## src/rtl/core/mrtu_pkg.sv

```systemverilog
// shared types, constants and crc function for the modbus rtu master frame engine
package mrtu_pkg;

  localparam int PAYLOAD_LEN = 4;
  localparam int FRAME_LEN   = PAYLOAD_LEN + 4;
  localparam int BODY_LEN    = FRAME_LEN - 2;

  localparam int QDEPTH = 4;
  localparam int QAW    = $clog2(QDEPTH);

  localparam logic [7:0]  PAYLOAD_BASE = 8'h61;
  localparam logic [7:0]  EXC_BIT      = 8'h80;
  localparam logic [15:0] CRC_INIT     = 16'hFFFF;
  localparam logic [15:0] CRC_POLY     = 16'hA001;

  localparam logic [1:0] OP_SEND   = 2'd0;
  localparam logic [1:0] OP_RX     = 2'd1;
  localparam logic [1:0] OP_TXDONE = 2'd2;

  localparam logic KIND_TX      = 1'b0;
  localparam logic KIND_VERDICT = 1'b1;

  typedef enum logic [1:0] {
    JOB_CMD,
    JOB_VERDICT,
    JOB_VERDICT_ERR
  } job_mode_t;

  typedef struct packed {
    job_mode_t  mode;
    logic [7:0] b0;
    logic [7:0] b1;
    logic       acc;
    logic       exc;
    logic       fm;
    logic       cm;
    logic       alarm;
  } job_t;

  // modbus crc-16 over one byte, reflected
  function automatic logic [15:0] crc_byte(input logic [15:0] crc_in, input logic [7:0] b);
    logic [15:0] c;
    c = crc_in ^ {8'h00, b};
    for (int i = 0; i < 8; i++) begin
      if (c[0]) begin
        c = (c >> 1) ^ CRC_POLY;
      end else begin
        c = c >> 1;
      end
    end
    return c;
  endfunction

endpackage

```

## src/rtl/core/mrtu_front.sv

```systemverilog
// front end: accepts requests, keeps link state, classifies work into jobs
module mrtu_front (
  input  logic               clk,
  input  logic               rst_n,
  input  logic               in_valid,
  output logic               in_ready,
  input  logic [1:0]         in_op,
  input  logic [7:0]         in_slave_addr,
  input  logic [7:0]         in_function_code,
  input  logic [7:0]         in_rx_byte,
  input  logic               in_frame_first,
  input  logic               q_full,
  output logic               push,
  output mrtu_pkg::job_t     job
);
  import mrtu_pkg::*;

  logic [7:0]  last_slave_r, last_slave_nxt;
  logic [7:0]  last_func_r, last_func_nxt;
  logic        pend_r, pend_nxt;
  logic        alarm_r, alarm_nxt;
  logic [3:0]  rx_cnt_r, rx_cnt_nxt;
  logic [15:0] rx_crc_r, rx_crc_nxt;
  logic [7:0]  hdr_addr_r, hdr_addr_nxt;
  logic [7:0]  hdr_func_r, hdr_func_nxt;
  logic [7:0]  hdr_crclo_r, hdr_crclo_nxt;

  logic        acc;
  logic [3:0]  eff_cnt;
  logic [15:0] eff_crc;
  logic        fm, cm;

  assign in_ready = !q_full;
  assign acc      = in_valid && in_ready;
  assign eff_cnt  = in_frame_first ? 4'd0 : rx_cnt_r;
  assign eff_crc  = in_frame_first ? CRC_INIT : rx_crc_r;
  assign fm       = hdr_func_r != last_func_r;
  assign cm       = (hdr_crclo_r != eff_crc[7:0]) || (in_rx_byte != eff_crc[15:8]);

  always_comb begin
    last_slave_nxt = last_slave_r;
    last_func_nxt  = last_func_r;
    pend_nxt       = pend_r;
    alarm_nxt      = alarm_r;
    rx_cnt_nxt     = rx_cnt_r;
    rx_crc_nxt     = rx_crc_r;
    hdr_addr_nxt   = hdr_addr_r;
    hdr_func_nxt   = hdr_func_r;
    hdr_crclo_nxt  = hdr_crclo_r;
    push           = 1'b0;
    job            = '0;
    job.mode       = JOB_CMD;
    job.alarm      = alarm_r;
    if (acc) begin
      case (in_op)
        OP_SEND: begin
          if (!pend_r) begin
            push     = 1'b1;
            job.b0   = in_slave_addr;
            job.b1   = in_function_code;
            pend_nxt = 1'b1;
          end
          last_slave_nxt = in_slave_addr;
          last_func_nxt  = in_function_code;
        end
        OP_RX: begin
          if (in_frame_first) begin
            rx_cnt_nxt = 4'd0;
            rx_crc_nxt = CRC_INIT;
          end
          if (eff_cnt < 4'(BODY_LEN)) begin
            rx_crc_nxt = crc_byte(eff_crc, in_rx_byte);
            if (eff_cnt == 4'd0) hdr_addr_nxt = in_rx_byte;
            if (eff_cnt == 4'd1) hdr_func_nxt = in_rx_byte;
            rx_cnt_nxt = eff_cnt + 4'd1;
          end else if (eff_cnt == 4'(BODY_LEN)) begin
            hdr_crclo_nxt = in_rx_byte;
            rx_cnt_nxt    = eff_cnt + 4'd1;
          end else if (eff_cnt == 4'(FRAME_LEN - 1)) begin
            rx_cnt_nxt = eff_cnt + 4'd1;
            push       = 1'b1;
            job.mode   = JOB_VERDICT;
            if (hdr_addr_r != last_slave_r) begin
              job.acc = 1'b0;
            end else if ((hdr_func_r & EXC_BIT) != 8'h00) begin
              alarm_nxt = 1'b1;
              job.exc   = 1'b1;
              job.alarm = 1'b1;
            end else begin
              job.fm  = fm;
              job.cm  = cm;
              job.acc = !(fm || cm);
              if ((fm || cm) && !pend_r) begin
                job.mode = JOB_VERDICT_ERR;
                job.b0   = last_slave_r;
                job.b1   = hdr_func_r | EXC_BIT;
                pend_nxt = 1'b1;
              end
            end
          end
        end
        OP_TXDONE: begin
          pend_nxt = 1'b0;
        end
        default: begin
        end
      endcase
    end
  end

  always_ff @(posedge clk) begin
    if (!rst_n) begin
      last_slave_r <= '0;
      last_func_r  <= '0;
      pend_r       <= 1'b0;
      alarm_r      <= 1'b0;
      rx_cnt_r     <= '0;
      rx_crc_r     <= CRC_INIT;
    end else begin
      last_slave_r <= last_slave_nxt;
      last_func_r  <= last_func_nxt;
      pend_r       <= pend_nxt;
      alarm_r      <= alarm_nxt;
      rx_cnt_r     <= rx_cnt_nxt;
      rx_crc_r     <= rx_crc_nxt;
    end
  end

  always_ff @(posedge clk) begin
    hdr_addr_r  <= hdr_addr_nxt;
    hdr_func_r  <= hdr_func_nxt;
    hdr_crclo_r <= hdr_crclo_nxt;
  end

endmodule

```

## src/rtl/core/mrtu_queue.sv

```systemverilog
// short job queue between front and back
module mrtu_queue (
  input  logic           clk,
  input  logic           rst_n,
  input  logic           push,
  input  mrtu_pkg::job_t wdata,
  input  logic           pop,
  output mrtu_pkg::job_t rdata,
  output logic           full,
  output logic           empty
);
  import mrtu_pkg::*;

  job_t           mem_r [QDEPTH];
  logic [QAW-1:0] wp_r, wp_nxt;
  logic [QAW-1:0] rp_r, rp_nxt;
  logic [QAW:0]   cnt_r, cnt_nxt;
  logic           do_push, do_pop;

  assign full    = cnt_r == (QAW+1)'(QDEPTH);
  assign empty   = cnt_r == '0;
  assign do_push = push && !full;
  assign do_pop  = pop && !empty;
  assign rdata   = mem_r[rp_r];

  always_comb begin
    wp_nxt  = do_push ? wp_r + 1'b1 : wp_r;
    rp_nxt  = do_pop ? rp_r + 1'b1 : rp_r;
    cnt_nxt = cnt_r;
    if (do_push && !do_pop) cnt_nxt = cnt_r + 1'b1;
    if (do_pop && !do_push) cnt_nxt = cnt_r - 1'b1;
  end

  always_ff @(posedge clk) begin
    if (!rst_n) begin
      wp_r  <= '0;
      rp_r  <= '0;
      cnt_r <= '0;
    end else begin
      wp_r  <= wp_nxt;
      rp_r  <= rp_nxt;
      cnt_r <= cnt_nxt;
    end
  end

  always_ff @(posedge clk) begin
    if (do_push) mem_r[wp_r] <= wdata;
  end

endmodule

```

## src/rtl/core/mrtu_back.sv

```systemverilog
// back end: expands jobs into verdict and frame byte results with running crc
module mrtu_back (
  input  logic           clk,
  input  logic           rst_n,
  input  mrtu_pkg::job_t head,
  input  logic           q_empty,
  output logic           pop,
  output logic           out_valid,
  input  logic           out_ready,
  output logic           out_kind,
  output logic [7:0]     out_tx_byte,
  output logic           out_last,
  output logic           out_accepted,
  output logic           out_exception_seen,
  output logic           out_function_mismatch,
  output logic           out_crc_mismatch,
  output logic           out_alarm
);
  import mrtu_pkg::*;

  logic [3:0]  step_r, step_nxt;
  logic [15:0] crc_r, crc_nxt;
  logic        valid_r, valid_nxt;
  logic        kind_r, last_r, acc_r, exc_r, fm_r, cm_r, alarm_r;
  logic [7:0]  byte_r;

  logic        load, is_verdict, is_last;
  logic [2:0]  fb;
  logic [7:0]  body;

  assign load = !q_empty && (!valid_r || out_ready);
  assign pop  = load && is_last;

  always_comb begin
    fb         = (head.mode == JOB_CMD) ? step_r[2:0] : 3'(step_r - 4'd1);
    is_verdict = (head.mode != JOB_CMD) && (step_r == 4'd0);
    case (head.mode)
      JOB_CMD:         is_last = step_r == 4'(FRAME_LEN - 1);
      JOB_VERDICT:     is_last = 1'b1;
      JOB_VERDICT_ERR: is_last = step_r == 4'(FRAME_LEN);
      default:         is_last = 1'b1;
    endcase
    case (fb)
      3'd0: body = head.b0;
      3'd1: body = head.b1;
      3'd3: body = (head.mode == JOB_CMD) ? 8'(PAYLOAD_BASE + 8'd1) : {7'd0, head.fm};
      3'd4: body = (head.mode == JOB_CMD) ? 8'(PAYLOAD_BASE + 8'd2) : {7'd0, head.cm};
      3'd2: body = (head.mode == JOB_CMD) ? PAYLOAD_BASE : 8'h00;
      3'd5: body = (head.mode == JOB_CMD) ? 8'(PAYLOAD_BASE + 8'd3) : 8'h00;
      3'd6: body = crc_r[7:0];
      3'd7: body = crc_r[15:8];
      default: body = 8'h00;
    endcase
  end

  always_comb begin
    step_nxt  = step_r;
    crc_nxt   = crc_r;
    valid_nxt = valid_r;
    if (out_ready) valid_nxt = 1'b0;
    if (load) begin
      valid_nxt = 1'b1;
      if (is_last) begin
        step_nxt = '0;
        crc_nxt  = CRC_INIT;
      end else begin
        step_nxt = step_r + 4'd1;
        if (!is_verdict && fb < 3'(BODY_LEN)) crc_nxt = crc_byte(crc_r, body);
      end
    end
  end

  always_ff @(posedge clk) begin
    if (!rst_n) begin
      step_r  <= '0;
      crc_r   <= CRC_INIT;
      valid_r <= 1'b0;
    end else begin
      step_r  <= step_nxt;
      crc_r   <= crc_nxt;
      valid_r <= valid_nxt;
    end
  end

  always_ff @(posedge clk) begin
    if (load) begin
      kind_r  <= is_verdict ? KIND_VERDICT : KIND_TX;
      byte_r  <= is_verdict ? 8'h00 : body;
      last_r  <= is_last;
      acc_r   <= is_verdict && head.acc;
      exc_r   <= is_verdict && head.exc;
      fm_r    <= is_verdict && head.fm;
      cm_r    <= is_verdict && head.cm;
      alarm_r <= head.alarm;
    end
  end

  assign out_valid             = valid_r;
  assign out_kind              = kind_r;
  assign out_tx_byte           = byte_r;
  assign out_last              = last_r;
  assign out_accepted          = acc_r;
  assign out_exception_seen    = exc_r;
  assign out_function_mismatch = fm_r;
  assign out_crc_mismatch      = cm_r;
  assign out_alarm             = alarm_r;

endmodule

```

## src/rtl/core/modbus_rtu_master_frame_engine.sv

```systemverilog
// top level of the modbus rtu master frame engine
//
//   channel | handshake          | payload
//   --------+--------------------+--------------------------------------------------
//   in      | in_valid/in_ready  | op, slave_addr, function_code, rx_byte, frame_first
//   out     | out_valid/out_ready| kind, tx_byte, last, verdict flags, alarm
//
// a request is accepted whenever the 4-entry job queue has room
// results leave at one per cycle while out_ready is high: 8 for a command, 1 or 9 for a frame verdict
// the back end computes the crc of outgoing frames one byte per result
// reset clears all control state; the received header bytes are not reset
// a stalled out channel fills the queue, then in_ready drops
module modbus_rtu_master_frame_engine (
  input  logic       clk,
  input  logic       rst_n,
  input  logic       in_valid,
  output logic       in_ready,
  input  logic [1:0] in_op,
  input  logic [7:0] in_slave_addr,
  input  logic [7:0] in_function_code,
  input  logic [7:0] in_rx_byte,
  input  logic       in_frame_first,
  output logic       out_valid,
  input  logic       out_ready,
  output logic       out_kind,
  output logic [7:0] out_tx_byte,
  output logic       out_last,
  output logic       out_accepted,
  output logic       out_exception_seen,
  output logic       out_function_mismatch,
  output logic       out_crc_mismatch,
  output logic       out_alarm
);
  import mrtu_pkg::*;

  job_t push_job, head_job;
  logic push, pop, q_full, q_empty;

  mrtu_front u_front (
    .clk              (clk),
    .rst_n            (rst_n),
    .in_valid         (in_valid),
    .in_ready         (in_ready),
    .in_op            (in_op),
    .in_slave_addr    (in_slave_addr),
    .in_function_code (in_function_code),
    .in_rx_byte       (in_rx_byte),
    .in_frame_first   (in_frame_first),
    .q_full           (q_full),
    .push             (push),
    .job              (push_job)
  );

  mrtu_queue u_queue (
    .clk   (clk),
    .rst_n (rst_n),
    .push  (push),
    .wdata (push_job),
    .pop   (pop),
    .rdata (head_job),
    .full  (q_full),
    .empty (q_empty)
  );

  mrtu_back u_back (
    .clk                   (clk),
    .rst_n                 (rst_n),
    .head                  (head_job),
    .q_empty               (q_empty),
    .pop                   (pop),
    .out_valid             (out_valid),
    .out_ready             (out_ready),
    .out_kind              (out_kind),
    .out_tx_byte           (out_tx_byte),
    .out_last              (out_last),
    .out_accepted          (out_accepted),
    .out_exception_seen    (out_exception_seen),
    .out_function_mismatch (out_function_mismatch),
    .out_crc_mismatch      (out_crc_mismatch),
    .out_alarm             (out_alarm)
  );

endmodule
```

## config.mk

```make
export PLATFORM = sky130hd
export DESIGN_NAME = modbus_rtu_master_frame_engine
export DESIGN_NICKNAME = d
export VERILOG_FILES = /design/src/rtl/core/mrtu_pkg.sv /design/src/rtl/core/mrtu_front.sv /design/src/rtl/core/mrtu_queue.sv /design/src/rtl/core/mrtu_back.sv /design/src/rtl/core/modbus_rtu_master_frame_engine.sv
export SDC_FILE = /design/constraint.sdc
export NUM_CORES = 1
export LEC_CHECK = 0
export BUFFER_PORTS_ARGS = -buffer_cell sky130_fd_sc_hd__buf_2
export CAP_MARGIN = 20
export CELL_PAD_IN_SITES_DETAIL_PLACEMENT = 0
export CELL_PAD_IN_SITES_GLOBAL_PLACEMENT = 1
export CORE_MARGIN = 3
export CORE_UTILIZATION = 52
export CTS_BUF_LIST = sky130_fd_sc_hd__clkbuf_8
export CTS_CLUSTER_SIZE = 12
export DETAILED_ROUTE_END_ITERATION = 8
export MAX_ROUTING_LAYER = met4
export PLACE_DENSITY = 0.93
export SETUP_SLACK_MARGIN = 0.2
export SYNTH_ARGS = -nofsm -noshare
export SYNTH_HDL_FRONTEND = slang
export SYNTH_SLANG_ARGS = --single-unit
```

## constraint.sdc

```tcl
create_clock -name clk -period 5.83 [get_ports clk]
set_clock_uncertainty 0.15 [all_clocks]
set_input_delay 1.749 -clock clk [delete_from_list [all_inputs] [get_ports clk]]
set_output_delay 1.749 -clock clk [all_outputs]
set_load 0.1 [all_outputs]
```

# --- Word level (Yosys, flattened, before mapping) ---
# Memories as Yosys holds them, arrays and structs flattened. A register that Yosys moved wholly into a read port is not among the register bits.
# Cells that the tools add are included.
# W data, S select, Z words.
totals:
  wordCells: 236
  input_bits: 31
  memories: 1
  ramBits: 92
  ff_bits: 105
classes:
  n_mux: 112
  n_eq_ne: 26
  n_addsub: 7
  magnitude_cmp: 2
  bitwise_logic: 21
  n_reduce_logical: 44
mem_list:
  columns: ["memory", "words", "word_bits", "read_ports", "rd_clocked_by_memory_dff", "write_ports", "line_no", "source"]
  rows:
  - ["u_queue.mem_r", 4, 23, 1, 1, 1, "mrtu_queue.sv:14", "job_t mem_r [QDEPTH];"]
op_table:
  columns: ["cell", "n"]
  rows:
  - ["$mux W16", 63]
  - ["$mux W23", 4]
  - ["$pmux W8 S8", 1]
  - ["$not A2 Y3", 16]
  - ["$mux W18", 2]
  - ["$ne A8 B8 Y1", 4]
  - ["$pmux W16 S2", 1]
  - ["$xor A16 B8 Y16", 2]
  - ["$mux W7", 4]
  - ["$mux W4", 6]
  - ["$mux W1", 19]
  - ["$mux W19", 1]
  - ["$eq A3 B3 Y1 const B", 5]
  - ["$logic_and A1 B1 Y1", 14]
  - ["$eq A4 B3 Y1 const B", 3]
  - ["$reduce_and A4 Y1", 3]
  - ["$mux W3", 3]
  - ["$add A4 B1 Y4 const B", 2]
  - ["$logic_not A1 Y1", 8]
  - ["$logic_not A4 Y1", 2]
  - ["$mux W2", 4]
  - ["$ne A2 B2 Y1 const B", 4]
  - ["$reduce_and A8 Y1", 1]
  - ["$reduce_bool A2 Y1", 4]
  - ["other kinds (22)", 36]

# --- Logic depth before layout (Yosys ltp) ---
# Gate-level depths: netlist (run 1).
depth:
  depth_word: 44
  ltp_mapped: 19
  depth_no_buf: 15

# --- By module ---
# Synthesis (run 1) repeated with hierarchy kept, for this count alone.
unflattened:
  hier_cells: 793
  hier_area_um2: 9534.1
by_module_without_submodules:
  columns: ["mod", "instances", "area_each_um2", "cells_per_inst", "seq_area_each_um2"]
  rows:
  - ["mrtu_queue", 1, 3836.2, 174, 2942.8]
  - ["mrtu_front", 1, 3438.3, 380, 1481.4]
  - ["mrtu_back", 1, 2259.7, 239, 870.8]

# --- Least setup slack after synthesis (run 1) ---
# No wires, ideal clock.
synth_timing:
  path_type: "input port to flip-flop"
  from: "input in_frame_first"
  to: "register u_queue.cnt_r[2]"
  n_path_buf: 4
  setup_time_ns: 0.076
  setup_slack_ns: 0.537
  path_stages: 19
  arrival_ns: 5.068
  path_cell_list: "clkbuf_1 buf_1 clkbuf_1 buf_1 nand2b_1 inv_1 ha_1 inv_1 nand3_1 nor3b_1 nor2_1 nor2_1 inv_1 ha_1 inv_1 fa_1 xor2_1 or3_1 a21boi_0"
synth_via:
  elab_chain_cells: 11
  elab_cells_between_ends: 15
synth_lines:
  columns: ["element", "line_no", "source"]
  rows:
  - ["from (decl)", "modbus_rtu_master_frame_engine.sv:22", "input logic in_frame_first,"]
  - ["$mux W4 (*)", "mrtu_front.sv:35", "assign eff_cnt = in_frame_first ? 4'd0 : rx_cnt_r;"]
  - ["$eq A4 B3 Y1", "mrtu_front.sv:79", "end else if (eff_cnt == 4'(FRAME_LEN - 1)) begin"]
  - ["$mux W1", "mrtu_front.sv:79", null]
  - ["$mux W1", "mrtu_front.sv:76", "end else if (eff_cnt == 4'(BODY_LEN)) begin"]
  - ["$mux W1 (*)", "mrtu_front.sv:71", "if (eff_cnt < 4'(BODY_LEN)) begin"]
  - ["$pmux W1 S2 (*)", "mrtu_front.sv:55", "case (in_op)"]
  - ["$mux W1 (*)", "mrtu_front.sv:54", "if (acc) begin"]
  - ["$logic_and A1 B1 Y1 (*)", "mrtu_queue.sv:22", "assign do_push = push && !full;"]
  - ["$logic_not A1 Y1", "mrtu_queue.sv:31", "if (do_pop && !do_push) cnt_nxt = cnt_r - 1'b1;"]
  - ["$logic_and A1 B1 Y1", "mrtu_queue.sv:31", null]
  - ["$mux W3 / $reduce_bool A2 Y1 (equally long branches)", null, null]
  - ["to (signal assigned)", "mrtu_queue.sv:42", "cnt_r <= cnt_nxt;"]
  - ["to (decl)", "mrtu_queue.sv:17", "logic [QAW:0] cnt_r, cnt_nxt;"]
# Every way passes the cells marked *; elsewhere a longest branch is shown, timed or not.
# A chain may end at the register's enable or synchronous reset.

==> impl_metrics.csv, run 1 <==
group,metric,value,unit
run_status,outcome,"finished clean",
power,pwr-share-clk,0.254,
drt,drt-initial-drc-count,690,
yosys,ys_types,76,
sta,fin_crit_sh,0.788,
cts,htree_levels,4,
yosys,synth_commonest_cells,"edfxtp_1, nor2_1, nand2_1",
power,irDropWorstVdd,168,uV
worst_setup_path,cpPeakStageDelay,0.63,ns
final_layout,antenna-diode-count,0,
cts,cts_sinks,199,
cts,holdBufCountCts,0,
sta,rsz0062_at_grt,"false",
power,powerDensity,336,nW/um2
power,seq_power_share,0.453,
sta,report.final.slew_viol_count,0,
sta,fin_crit,4.59,ns
final_layout,fin_area,10600,um2
yosys,synthTopCellsByArea,"edfxtp_1, dfxtp_1, mux4_2, xnor2_1, nor2_1",
sta,hold_slack,0.338,ns
drt,drcViolationCount,0,
worst_setup_path,cp.required,5.94,ns
power,p_int,2390,uW
sta,finalHoldViolCount,0,
cts,cts_made_buffers,17,
yosys,mappedNetlistArea,9710,um2
place,dpl-instance-area,10200,um2
final_layout,fin_nets,931,
floorplan,die_y,143,um
sta,setup_tns,0,ns
worst_setup_path,path_class,"input port to flip-flop",
drt,wirelength,21.0,mm
power,p_switching,1170,uW
floorplan,coreArea,18100,um2
power,switching_share,0.328,
drt,wl_per_cell,18.6,um
cts,cts_resized,0,
global_routing,grt_pass1_vias,6203,
final_layout,drive_above_1_share,0.163,
floorplan,num_rows,49,
cts,clk_pin_slew_worst_paths,0.09,ns
worst_setup_path,arrival,4.70,ns
worst_setup_path,path_cells,"buf_2, buf_4, nor3_1, a21o_1, a22oi_1, a21oi_1, o211ai_1, nor4_1, a2111oi_0, and2_1, buf_4, a22oi_1, nor2_1",
yosys,syn-num-nets,895,
yosys,synth_warnings,0,
floorplan,die-width,143,um
drt,vias_per_cell,5.87,
drt,ant_nets,0,
global_routing,grt_max_degree,43,
yosys,synth_seq_cells,199,
yosys,yosysMostFrequentCell,"edfxtp_1",
cts,post-cts-setup-buffers,0,
final_layout,syn_to_final_growth,8.98,%
hold_path,hold_path_class,"flip-flop to flip-flop",
floorplan,initial_core_util,0.535,
power,p_comb_frac,0.293,
power,leakagePower,0.00374,uW
floorplan,io_pins,48,
worst_setup_path,end_kind,"flip-flop",
sta,max_slew_margin,0.475,
global_routing,grt_usage,0.222,
cts,cts_tree,"done",
yosys,synthCells,851,
place,portBuffers,47,
place,place.gp.congestion,0.860,
yosys,yosysSeqAreaShare,0.545,
cts,insertion_delay,0.47,ns
floorplan,dieArea,20400,um2
worst_setup_path,crit_fanout,42,
sta,tightest_slew,0.785,ns
drt,dr.pass1.iters,5,
final_layout,fill_cells,1465,
job,cap_violations,0,
cts,cts_root_buffer,"clkbuf_8",
place,hpwl,14.3,mm
yosys,avgSynthCellArea,11.4,um2
yosys,synth-edff-count,131,
worst_setup_path,startpoint_type,"input port",
sta,timing.fmax,0.218,GHz
sta,setup_viol,0,
yosys,yosys.area.top_type,"edfxtp_1",
global_routing,grt_overflow,0,
drt,route.vias.total,6628,
yosys,ys.flop_type,"edfxtp_1",
global_routing,grt_antenna_before_repair,0,
worst_setup_path,slowest_stage,"a2111oi_0",
global_routing,grt_pass1_wl,34.0,mm
cts,clock_path_buffers,2,
yosys,synthArstFlopShare,0,
yosys,synth_top_area_frac,0.405,
## final cells by class
type	count	area, um2	share of cell area
Clock inverter	15	181	0.0171
Clock buffer	17	234	0.0221
Inverter	22	82.6	0.00780
Tap cell	229	287	0.0271
Sequential cell	199	5300	0.500
Timing Repair Buffer	66	382	0.0360
Multi-Input combinational cell	581	4130	0.390
## final timing paths
| path | from | endpoint | slack [ns] | depth (start not counted) |
|---|---|---|---|---|
| worst min register to register | u_back.out_valid | u_back.out_valid | 0.34 | 2 |
| worst min-delay path | u_back.out_valid | u_back.out_valid | 0.34 | 2 |
| worst max register to register | u_back.step_r[1] | u_back.crc_r[0] | 1.38 | 12 |
| worst max-delay path | in_frame_first | u_queue.mem_r[3][6] | 1.24 | 13 |
## state kept, by name (all words and copies together), names as in the netlist, 2 cells and up, named ones only
register	count
u_front.rx_crc_r	16
u_front.hdr_crclo_r	8
u_back.crc_r	16
u_front.last_slave_r	8
u_queue.mem_r	92
u_queue.wp_r	2
u_front.hdr_func_r	8
u_queue.rp_r	2
u_front.last_func_r	8
u_front.rx_cnt_r	4
u_back.out_tx_byte	8
u_back.step_r	4
u_queue.cnt_r	3
u_front.hdr_addr_r	8
## logic make-up after synthesis
group,after synthesis,share of synthesized area
compound gates,192,0.139
xor+xnor,70,0.0674
fa+ha+maj,13,0.0175
buf+inv,71,0.0318
flops,199,0.545
mux,33,0.0647
simple gates,273,0.134
## critical path: cells and delay by family
family,cells,cell delay (ns)
AO/OA/AOI/OAI,6,1.22
buffers and inverters,3,1.07
AND/OR/NAND/NOR,4,0.65
## routing by layer
metal | up-vias | wire length (um) | GRT usage
met1 | 3199 | 9150 | 0.304
met3 | 23 | 1250 | 0.0365
met5 | - | 0 | -
li1 | 3189 | - | -
met2 | 217 | 10200 | 0.344
met4 | 0 | 318 | 0.0655
## placed cells by master (no fill, tap or decap), types with 6 or more instances in the layout
| cell type | n |
|---|---|
| nand2b_1 | 7 |
| a21o_1 | 6 |
| o211ai_1 | 21 |
| xor2_1 | 24 |
| nand3_1 | 13 |
| ha_1 | 12 |
| nor4_1 | 9 |
| clkbuf_8 | 17 |
| o21ai_0 | 48 |
| buf_4 | 18 |
| inv_1 | 22 |
| nor2b_1 | 7 |
| mux2i_1 | 8 |
| xnor2_1 | 43 |
| dfxtp_1 | 68 |
| nor2_1 | 82 |
| buf_2 | 47 |
| and2_1 | 27 |
| nor3_1 | 21 |
| mux4_2 | 21 |
| nand2_1 | 79 |
| nor3b_1 | 6 |
| a211oi_1 | 8 |
| a22oi_1 | 16 |
| a21boi_0 | 27 |
| a21oi_1 | 20 |
| o22ai_1 | 10 |
| edfxtp_1 | 131 |
## power by group through the flow
stage	registers [uW]	clock network, uW	logic, uW
CTS	1610	922	1050
finish	1610	903	1040
floorplan	1800	0	690
global route	1620	983	1130
detailed placement	1640	0	1040
global placement	1640	0	1030
## per-stage QoR
step	utilization	std cells	setup slack, ns	total power (uW)
after global placement	0.560	1096	0.843	2670
after detailed placement	0.560	1097	0.794	2690
final	0.583	1129	1.24	3560
after CTS	0.583	1129	1.28	3580
after floorplan	-	851	0.537	2490
after global routing	0.583	1129	0.936	3730
Note: power is estimated with default switching activity, not from simulation.
==> run 2, diff against run 1 <==
ABC_AREA = 1   (was unset)
CORE_UTILIZATION = 50   (was 52)
clock period = 4.7 ns   (was 5.83 ns; I/O delays follow)
==> run 2 against run 1 <==
Net effect:
- setup slack got worse by 0.37 ns
- highest routed layer unchanged
- clock power rose by 20%
- utilization is 1.4 points lower
- largest power group is now combinational logic
==> impl_metrics.csv, run 2 <==
group,metric,value,unit
run_status,outcome,"finished clean",
yosys,synth_adder_area_share,0.0178,
global_routing,grt_overflow,0,
drt,wl_per_cell,16.5,um
final_layout,reg_top3,"u_queue.mem_r (92), u_back.crc_r (16), u_front.rx_crc_r (16)",
cts,clock_path_buffers,2,
cts,post-cts-setup-buffers,0,
power,power,6250,uW
drt,drcViolationCount,0,
power,powerDensity,597,nW/um2
cts,htree_levels,4,
final_layout,drive_above_1_share,0.138,
yosys,yosys.area.top_type,"edfxtp_1",
cts,cts_resized,0,
yosys,synthArstFlopShare,0,
yosys,synthSimpleGateAreaFrac,0.190,
yosys,syn-num-nets,1060,
final_layout,final_common_cell,"nand2_1",
floorplan,initial_core_util,0.520,
yosys,ys_types,48,
global_routing,grt_usage,0.222,
job,cap_violations,0,
place,place.gp.congestion,0.928,
final_layout,top_register,"u_queue.mem_r",
worst_setup_path,arrival,4.04,ns
sta,setup_tns,0,ns
cts,cts_tree,"done",
global_routing,grt_pass1_wl,34.7,mm
sta,hold_slack,0.305,ns
yosys,yosysMostFrequentCell,"nand2_1",
final_layout,fin_nets,1109,
worst_setup_path,slowest_stage,"fa_1",
sta,fin_crit_sh,0.815,
hold_path,hold_path_class,"flip-flop to flip-flop",
yosys,synth-xor-area-share,0.0449,
place,place_ws,0.417,ns
power,p_int,3320,uW
yosys,synth_seq_cells,199,
yosys,synth_top_family_by_area,"simple AND/OR/NAND/NOR gates",
worst_setup_path,crit_fanout,21,
cts,holdBufCountCts,0,
sta,report.final.slew_viol_count,0,
worst_setup_path,startpoint_type,"input port",
final_layout,fill_cells,1615,
sta,timing.fmax,0.261,GHz
floorplan,die-width,144,um
worst_setup_path,path_class,"input port to flip-flop",
final_layout,antenna-diode-count,0,
sta,rsz0062_at_grt,"false",
drt,ant_nets,0,
cts,cts_root_buffer,"clkbuf_8",
floorplan,die_y,144,um
power,leakagePower,0.00408,uW
sta,finalHoldViolCount,0,
final_layout,largest_register_ffs,92,
sta,tightest_slew,1.01,ns
place,hpwl,15.0,mm
yosys,yosysSeqAreaShare,0.554,
yosys,synth_top_area_frac,0.412,
power,seq_power_share,0.344,
sta,fin_ws,0.867,ns
power,switching_share,0.469,
cts,clk_pin_slew_worst_paths,0.10,ns
worst_setup_path,path_delay_family,"buffers and inverters",
floorplan,dieArea,20800,um2
worst_setup_path,cpPeakStageDelay,0.43,ns
final_layout,final_cell_mix,"nand2_1, nor2_1, edfxtp_1",
power,p_comb_frac,0.482,
cts,cts_made_buffers,17,
global_routing,grt_max_degree,54,
yosys,synth_commonest_cells,"nand2_1, nor2_1, edfxtp_1",
drt,wirelength,21.6,mm
worst_setup_path,cp_num_buf_inv,7,
floorplan,coreArea,18400,um2
sta,setup_viol,0,
worst_setup_path,end_kind,"flip-flop",
yosys,mappedNetlistArea,9560,um2
hold_path,hold_end,"u_queue.cnt_r[0]",
sta,fin_crit,3.83,ns
yosys,ys.flop_type,"edfxtp_1",
yosys,synthCells,1016,
power,p_switching,2930,uW
yosys,synth_compound_area_frac,0.136,
global_routing,grt_pass1_vias,6795,
yosys,synth-edff-count,131,
cts,cts_sinks,199,
cts,insertion_delay,0.46,ns
drt,route.vias.total,7190,
hold_path,hp-start,"u_queue.cnt_r[0]",
global_routing,grt_antenna_before_repair,0,
worst_setup_path,cp.required,4.90,ns
power,irDropWorstVdd,288,uV
place,portBuffers,47,
floorplan,num_rows,49,
power,pwr-share-clk,0.173,
worst_setup_path,regToRegEndpoint,"u_queue.cnt_r[2]",
yosys,avgSynthCellArea,9.41,um2
drt,dr.pass1.iters,5,
sta,max_slew_margin,0.322,
drt,vias_per_cell,5.50,
floorplan,io_pins,48,
final_layout,syn_to_final_growth,9.54,%
worst_setup_path,r2r_setup_slack,1.05,ns
worst_setup_path,reg2reg_depth,14,
hold_path,whs_path_depth,1,
drt,drt-initial-drc-count,429,
yosys,synth.area.mux_share,0,
yosys,synth_warnings,0,
yosys,synthTopCellsByArea,"edfxtp_1, dfxtp_1, nand2_1, nor2_1, o21ai_0",
worst_setup_path,worst_path_most_repeated_cell,"inv_1",
worst_setup_path,path_cells,"buf_2, inv_1, nand2_1, inv_1, ha_1, inv_1, nor2_1, nand3_1, nor2_1, inv_1, o21ai_0, inv_1, ha_1, inv_1, fa_1, a21oi_1, o21ai_0, o21ai_0, a21oi_1",
run 2: changes by cell type after synthesis, moves of 30 or more:
| cell | previous run | this run |
|---|---|---|
| nand3_1 | 13 | 52 |
| nor2_1 | 82 | 135 |
| a21oi_1 | 21 | 51 |
| nand2_1 | 79 | 148 |
| inv_1 | 21 | 96 |
| o21ai_0 | 48 | 99 |
run 2: worst max-delay path by stage:
stage | startpoint | endpoint | slack (ns) | cells past startpoint
2_1_floorplan | in_frame_first | u_queue.mem_r[1][0] | 0.27 | 14
3_3_place_gp | in_frame_first | u_queue.mem_r[3][16] | 0.36 | 13
3_5_place_dp | in_frame_first | u_queue.cnt_r[2] | 0.42 | 19
4_1_cts | in_frame_first | u_queue.cnt_r[2] | 0.93 | 19
5_1_grt | in_frame_first | u_queue.cnt_r[2] | 0.62 | 19
6_report | in_frame_first | u_queue.cnt_r[2] | 0.87 | 19
run 2: kinds of logic (layout without fill, tap and decap cells):
family          after synthesis  in the layout
simple gates                398            398
flops                       199            199
buf+inv                     136            198
compound gates              221            221
fa+ha+maj                    13             13
xor+xnor                     49             49
run 2: final cells by class:
type                       count  area [um2]  area share
inverter                     101         382      0.0365
sequential                   199        5300       0.506
clock buffer                  17         234      0.0223
tap                          229         287      0.0274
multi-input combinational    681        3730       0.357
clock inverter                15         165      0.0158
timing repair buffer          65         374      0.0357
run 2: per-layer routing:
| layer | wire, um | up-vias | GRT usage |
|---|---|---|---|
| met5 | 0 | - | - |
| met4 | 554 | 0 | 0.0839 |
| met3 | 987 | 43 | 0.0331 |
| met2 | 10700 | 185 | 0.370 |
| met1 | 9360 | 3374 | 0.276 |
| li1 | - | 3588 | - |
run 2: worst reg2reg max path, delay by kind of cell, from the launching register on:
family	cells	cell delay [ns]
buffers and inverters	3	0.83
AO/OA/AOI/OAI	5	0.54
adder cells (fa/ha/maj)	2	0.63
AND/OR/NAND/NOR	4	1.07
flip-flops	1	0.32
run 2: power by group through the flow:
stage | sequential, uW | clock [uW] | combinational [uW]
after floorplan | 2710 | 0 | 1910
after global placement | 2190 | 0 | 2960
after detailed placement | 2190 | 0 | 3000
after CTS | 2150 | 1100 | 3010
after global routing | 2170 | 1180 | 3350
final | 2150 | 1080 | 3010
run 2: metrics by stage:
stage,utilization,cell area (um2),cells
floorplan,-,9560,1016
global placement,0.547,10100,1274
detailed placement,0.547,10100,1275
CTS,0.569,10500,1307
global route,0.569,10500,1307
finish,0.569,10500,1307
==> run 3, diff against run 2 <==
CORE_UTILIZATION = 45   (was 50)
PLACE_DENSITY = 0.89   (was 0.93)
clock period = 3.1 ns   (was 4.7 ns; I/O delays follow)
==> run 3 against run 2 <==
Net effect:
- global-route usage shrank 0.34 points
- utilization grew 1.5 points
- sequential share of layout area shrank 6.4 points
- largest cell class unchanged
- largest power group unchanged
==> impl_metrics.csv, run 3 (synthesized netlist as in run 2, its figures left out) <==
group,metric,value,unit
sta,finalHoldViolCount,0,
floorplan,coreArea,20600,um2
worst_setup_path,slowest_stage,"dfxtp_4",
global_routing,grtUsageMet1,0.279,
drt,vias_per_cell,5.35,
floorplan,die_y,152,um
hold_path,hp-start,"u_queue.cnt_r[0]",
floorplan,dieArea,23000,um2
worst_setup_path,crit_fanout,7,
worst_setup_path,startpoint_type,"flip-flop",
worst_setup_path,cp.required,3.33,ns
final_layout,antenna-diode-count,0,
final_layout,fin_area,12000,um2
floorplan,num_rows,52,
power,seq_power_share,0.282,
power,pwr-share-clk,0.133,
final_layout,final_common_cell,"edfxtp_1",
global_routing,grt_pass1_vias,7074,
place,dpl-instance-area,10800,um2
floorplan,initial_core_util,0.465,
worst_setup_path,path_cells,"inv_6, nand2_2, nand3_2, nand2_4, buf_6, nand3_4, nand2_8, nand3_4, clkinv_8, buf_8, buf_6, o221ai_4, nand2_4, nand2_4, nand3_4, nand3_2, nand2_2, inv_2, nand2_4, nand3_1, nand3_2, nand3_2, nand2_1, nand2_1",
global_routing,grt_usage,0.219,
sta,setup_viol,0,
worst_setup_path,cpPeakStageDelay,0.42,ns
power,p_switching,5480,uW
drt,ant_nets,0,
cts,cts_made_buffers,17,
worst_setup_path,cp_num_buf_inv,6,
final_layout,final_cell_mix,"edfxtp_1, nor2_1, nand2_1",
sta,fin_crit,2.89,ns
power,powerDensity,971,nW/um2
power,p_int,6180,uW
sta,report.final.slew_viol_count,0,
hold_path,whs_path_depth,1,
sta,max_slew_margin,0.653,
power,irDropWorstVdd,531,uV
worst_setup_path,r2r_setup_slack,0.21,ns
worst_setup_path,crit_cells,24,
cts,cts_tree,"done",
drt,dr.pass1.iters,6,
worst_setup_path,regToRegEndpoint,"u_back.crc_r[0]",
sta,tightest_slew,0.520,ns
global_routing,grt_antenna_before_repair,0,
power,p_comb_frac,0.585,
global_routing,grt_pass1_wl,37.3,mm
cts,htree_levels,4,
cts,insertion_delay,0.47,ns
final_layout,syn_to_final_growth,25.6,%
final_layout,drive_above_1_share,0.289,
final_layout,fin_nets,1212,
global_routing,grt_util_met3,0.0378,
final_layout,top_register,"u_queue.mem_r",
cts,clk_pin_slew_worst_paths,0.10,ns
worst_setup_path,arrival,3.12,ns
worst_setup_path,path_delay_family,"simple AND/OR/NAND/NOR gates",
sta,fin_crit_sh,0.933,
sta,rsz0062_at_grt,"true",
drt,wirelength,24.6,mm
final_layout,largest_register_ffs,92,
power,leakagePower,0.00475,uW
sta,hold_slack,0.316,ns
drt,wl_per_cell,17.0,um
worst_setup_path,path_class,"flip-flop to flip-flop",
cts,cts_sinks,199,
drt,drt-initial-drc-count,539,
cts,clock_path_buffers,2,
run_status,outcome,"finished clean",
global_routing,grt_max_degree,33,
worst_setup_path,reg2reg_depth,24,
global_routing,grt_overflow,0,
floorplan,die-width,152,um
place,hpwl,16.9,mm
worst_setup_path,end_kind,"flip-flop",
global_routing,busiest_layer,"met2",
floorplan,io_pins,48,
sta,timing.fmax,0.346,GHz
final_layout,reg_top3,"u_queue.mem_r (92), u_back.crc_r (16), u_front.rx_crc_r (16)",
hold_path,hold_end,"u_queue.cnt_r[0]",
job,cap_violations,0,
global_routing,use_met2,0.363,
cts,cts_root_buffer,"clkbuf_8",
place,portBuffers,47,
hold_path,hold_path_class,"flip-flop to flip-flop",
place,place.gp.congestion,0.916,
power,switching_share,0.470,
drt,drcViolationCount,0,
drt,route.vias.total,7766,
cts,holdBufCountCts,0,
[run 3: cell count changes in the layout (fill, tap and decap cells not counted), sizes merged]
cell and change:
buf +103, bufinv -1, clkbuf +1, clkinv +2
clkinvlp -2
[run 3: layout make-up]
| class | count | area, um2 |
|---|---|---|
| inverter | 101 | 402 |
| sequential | 199 | 5300 |
| clock buffer | 18 | 248 |
| multi-input combinational | 681 | 4300 |
| tap | 270 | 338 |
| clock inverter | 14 | 119 |
| fill | 1756 | 8550 |
| timing repair buffer | 168 | 1300 |
[run 3: repair_timing]
action / CTS / global route
setup endpoints to repair: 6 / 111
endpoints found under the hold margin: 0 / 0
pin swaps: 3 / 50
buffers inserted: 2 / 27
gates resized for setup: 11 / 117
[run 3: layer usage]
metal  part of all wire  vias to the layer above  routed length [um]
met2               0.50                      249               12300
li1                   -                     3794                   -
met5                  0                        -                   0
met3              0.056                       51                1380
met4              0.028                        0                 687
met1               0.42                     3672               10300
[run 3: worst max path at each step]
stage                             endpoint        startpoint  slack [ns]
after CTS                  u_back.crc_r[0]         flip-flop        0.22
after detailed placement  u_queue.cnt_r[1]    in_frame_first       -0.19
after floorplan           u_queue.cnt_r[2]    in_frame_first       -0.03
after global placement    u_queue.cnt_r[2]    in_frame_first       -0.15
final                      u_back.crc_r[0]         flip-flop        0.21
after global routing      u_back.crc_r[14]  u_back.step_r[1]        0.01
[run 3: through the flow]
stage / util / power, uW / setup slack, ns / setup TNS [ns] / instances
final: 0.584 / 11700 / 0.207 / 0 / 1451
after global routing: 0.584 / 12400 / 0.0118 / 0 / 1451
after CTS: 0.549 / 9900 / 0.217 / 0 / 1424
after detailed placement: 0.528 / 8310 / -0.191 / -19.96 / 1390
after global placement: 0.528 / 8270 / -0.155 / -16.49 / 1390
after floorplan: - / 7040 / -0.0302 / -0.0371 / 1016
[run 3: power groups by stage]
stage | registers, uW | logic (uW) | clock network (uW)
4_1_cts | 3270 | 5050 | 1570
3_3_place_gp | 3320 | 4950 | 0
5_1_grt | 3310 | 7360 | 1700
2_1_floorplan | 4100 | 2940 | 0
3_5_place_dp | 3330 | 4980 | 0
6_report | 3280 | 6820 | 1560
[run 3: worst reg2reg max path, cell delays in order, from the launching register on]
cell and delay (ns):
dfxtp_4 0.42, inv_6 0.06, nand2_2 0.06, nand3_2 0.08
nand2_4 0.17, buf_6 0.13, nand3_4 0.08, nand2_8 0.10
nand3_4 0.12, clkinv_8 0.09, buf_8 0.12, buf_6 0.10
o221ai_4 0.15, nand2_4 0.14, nand2_4 0.07, nand3_4 0.07
nand3_2 0.08, nand2_2 0.10, inv_2 0.05, nand2_4 0.08
nand3_1 0.10, nand3_2 0.09, nand3_2 0.06, nand2_1 0.06
nand2_1 0.05
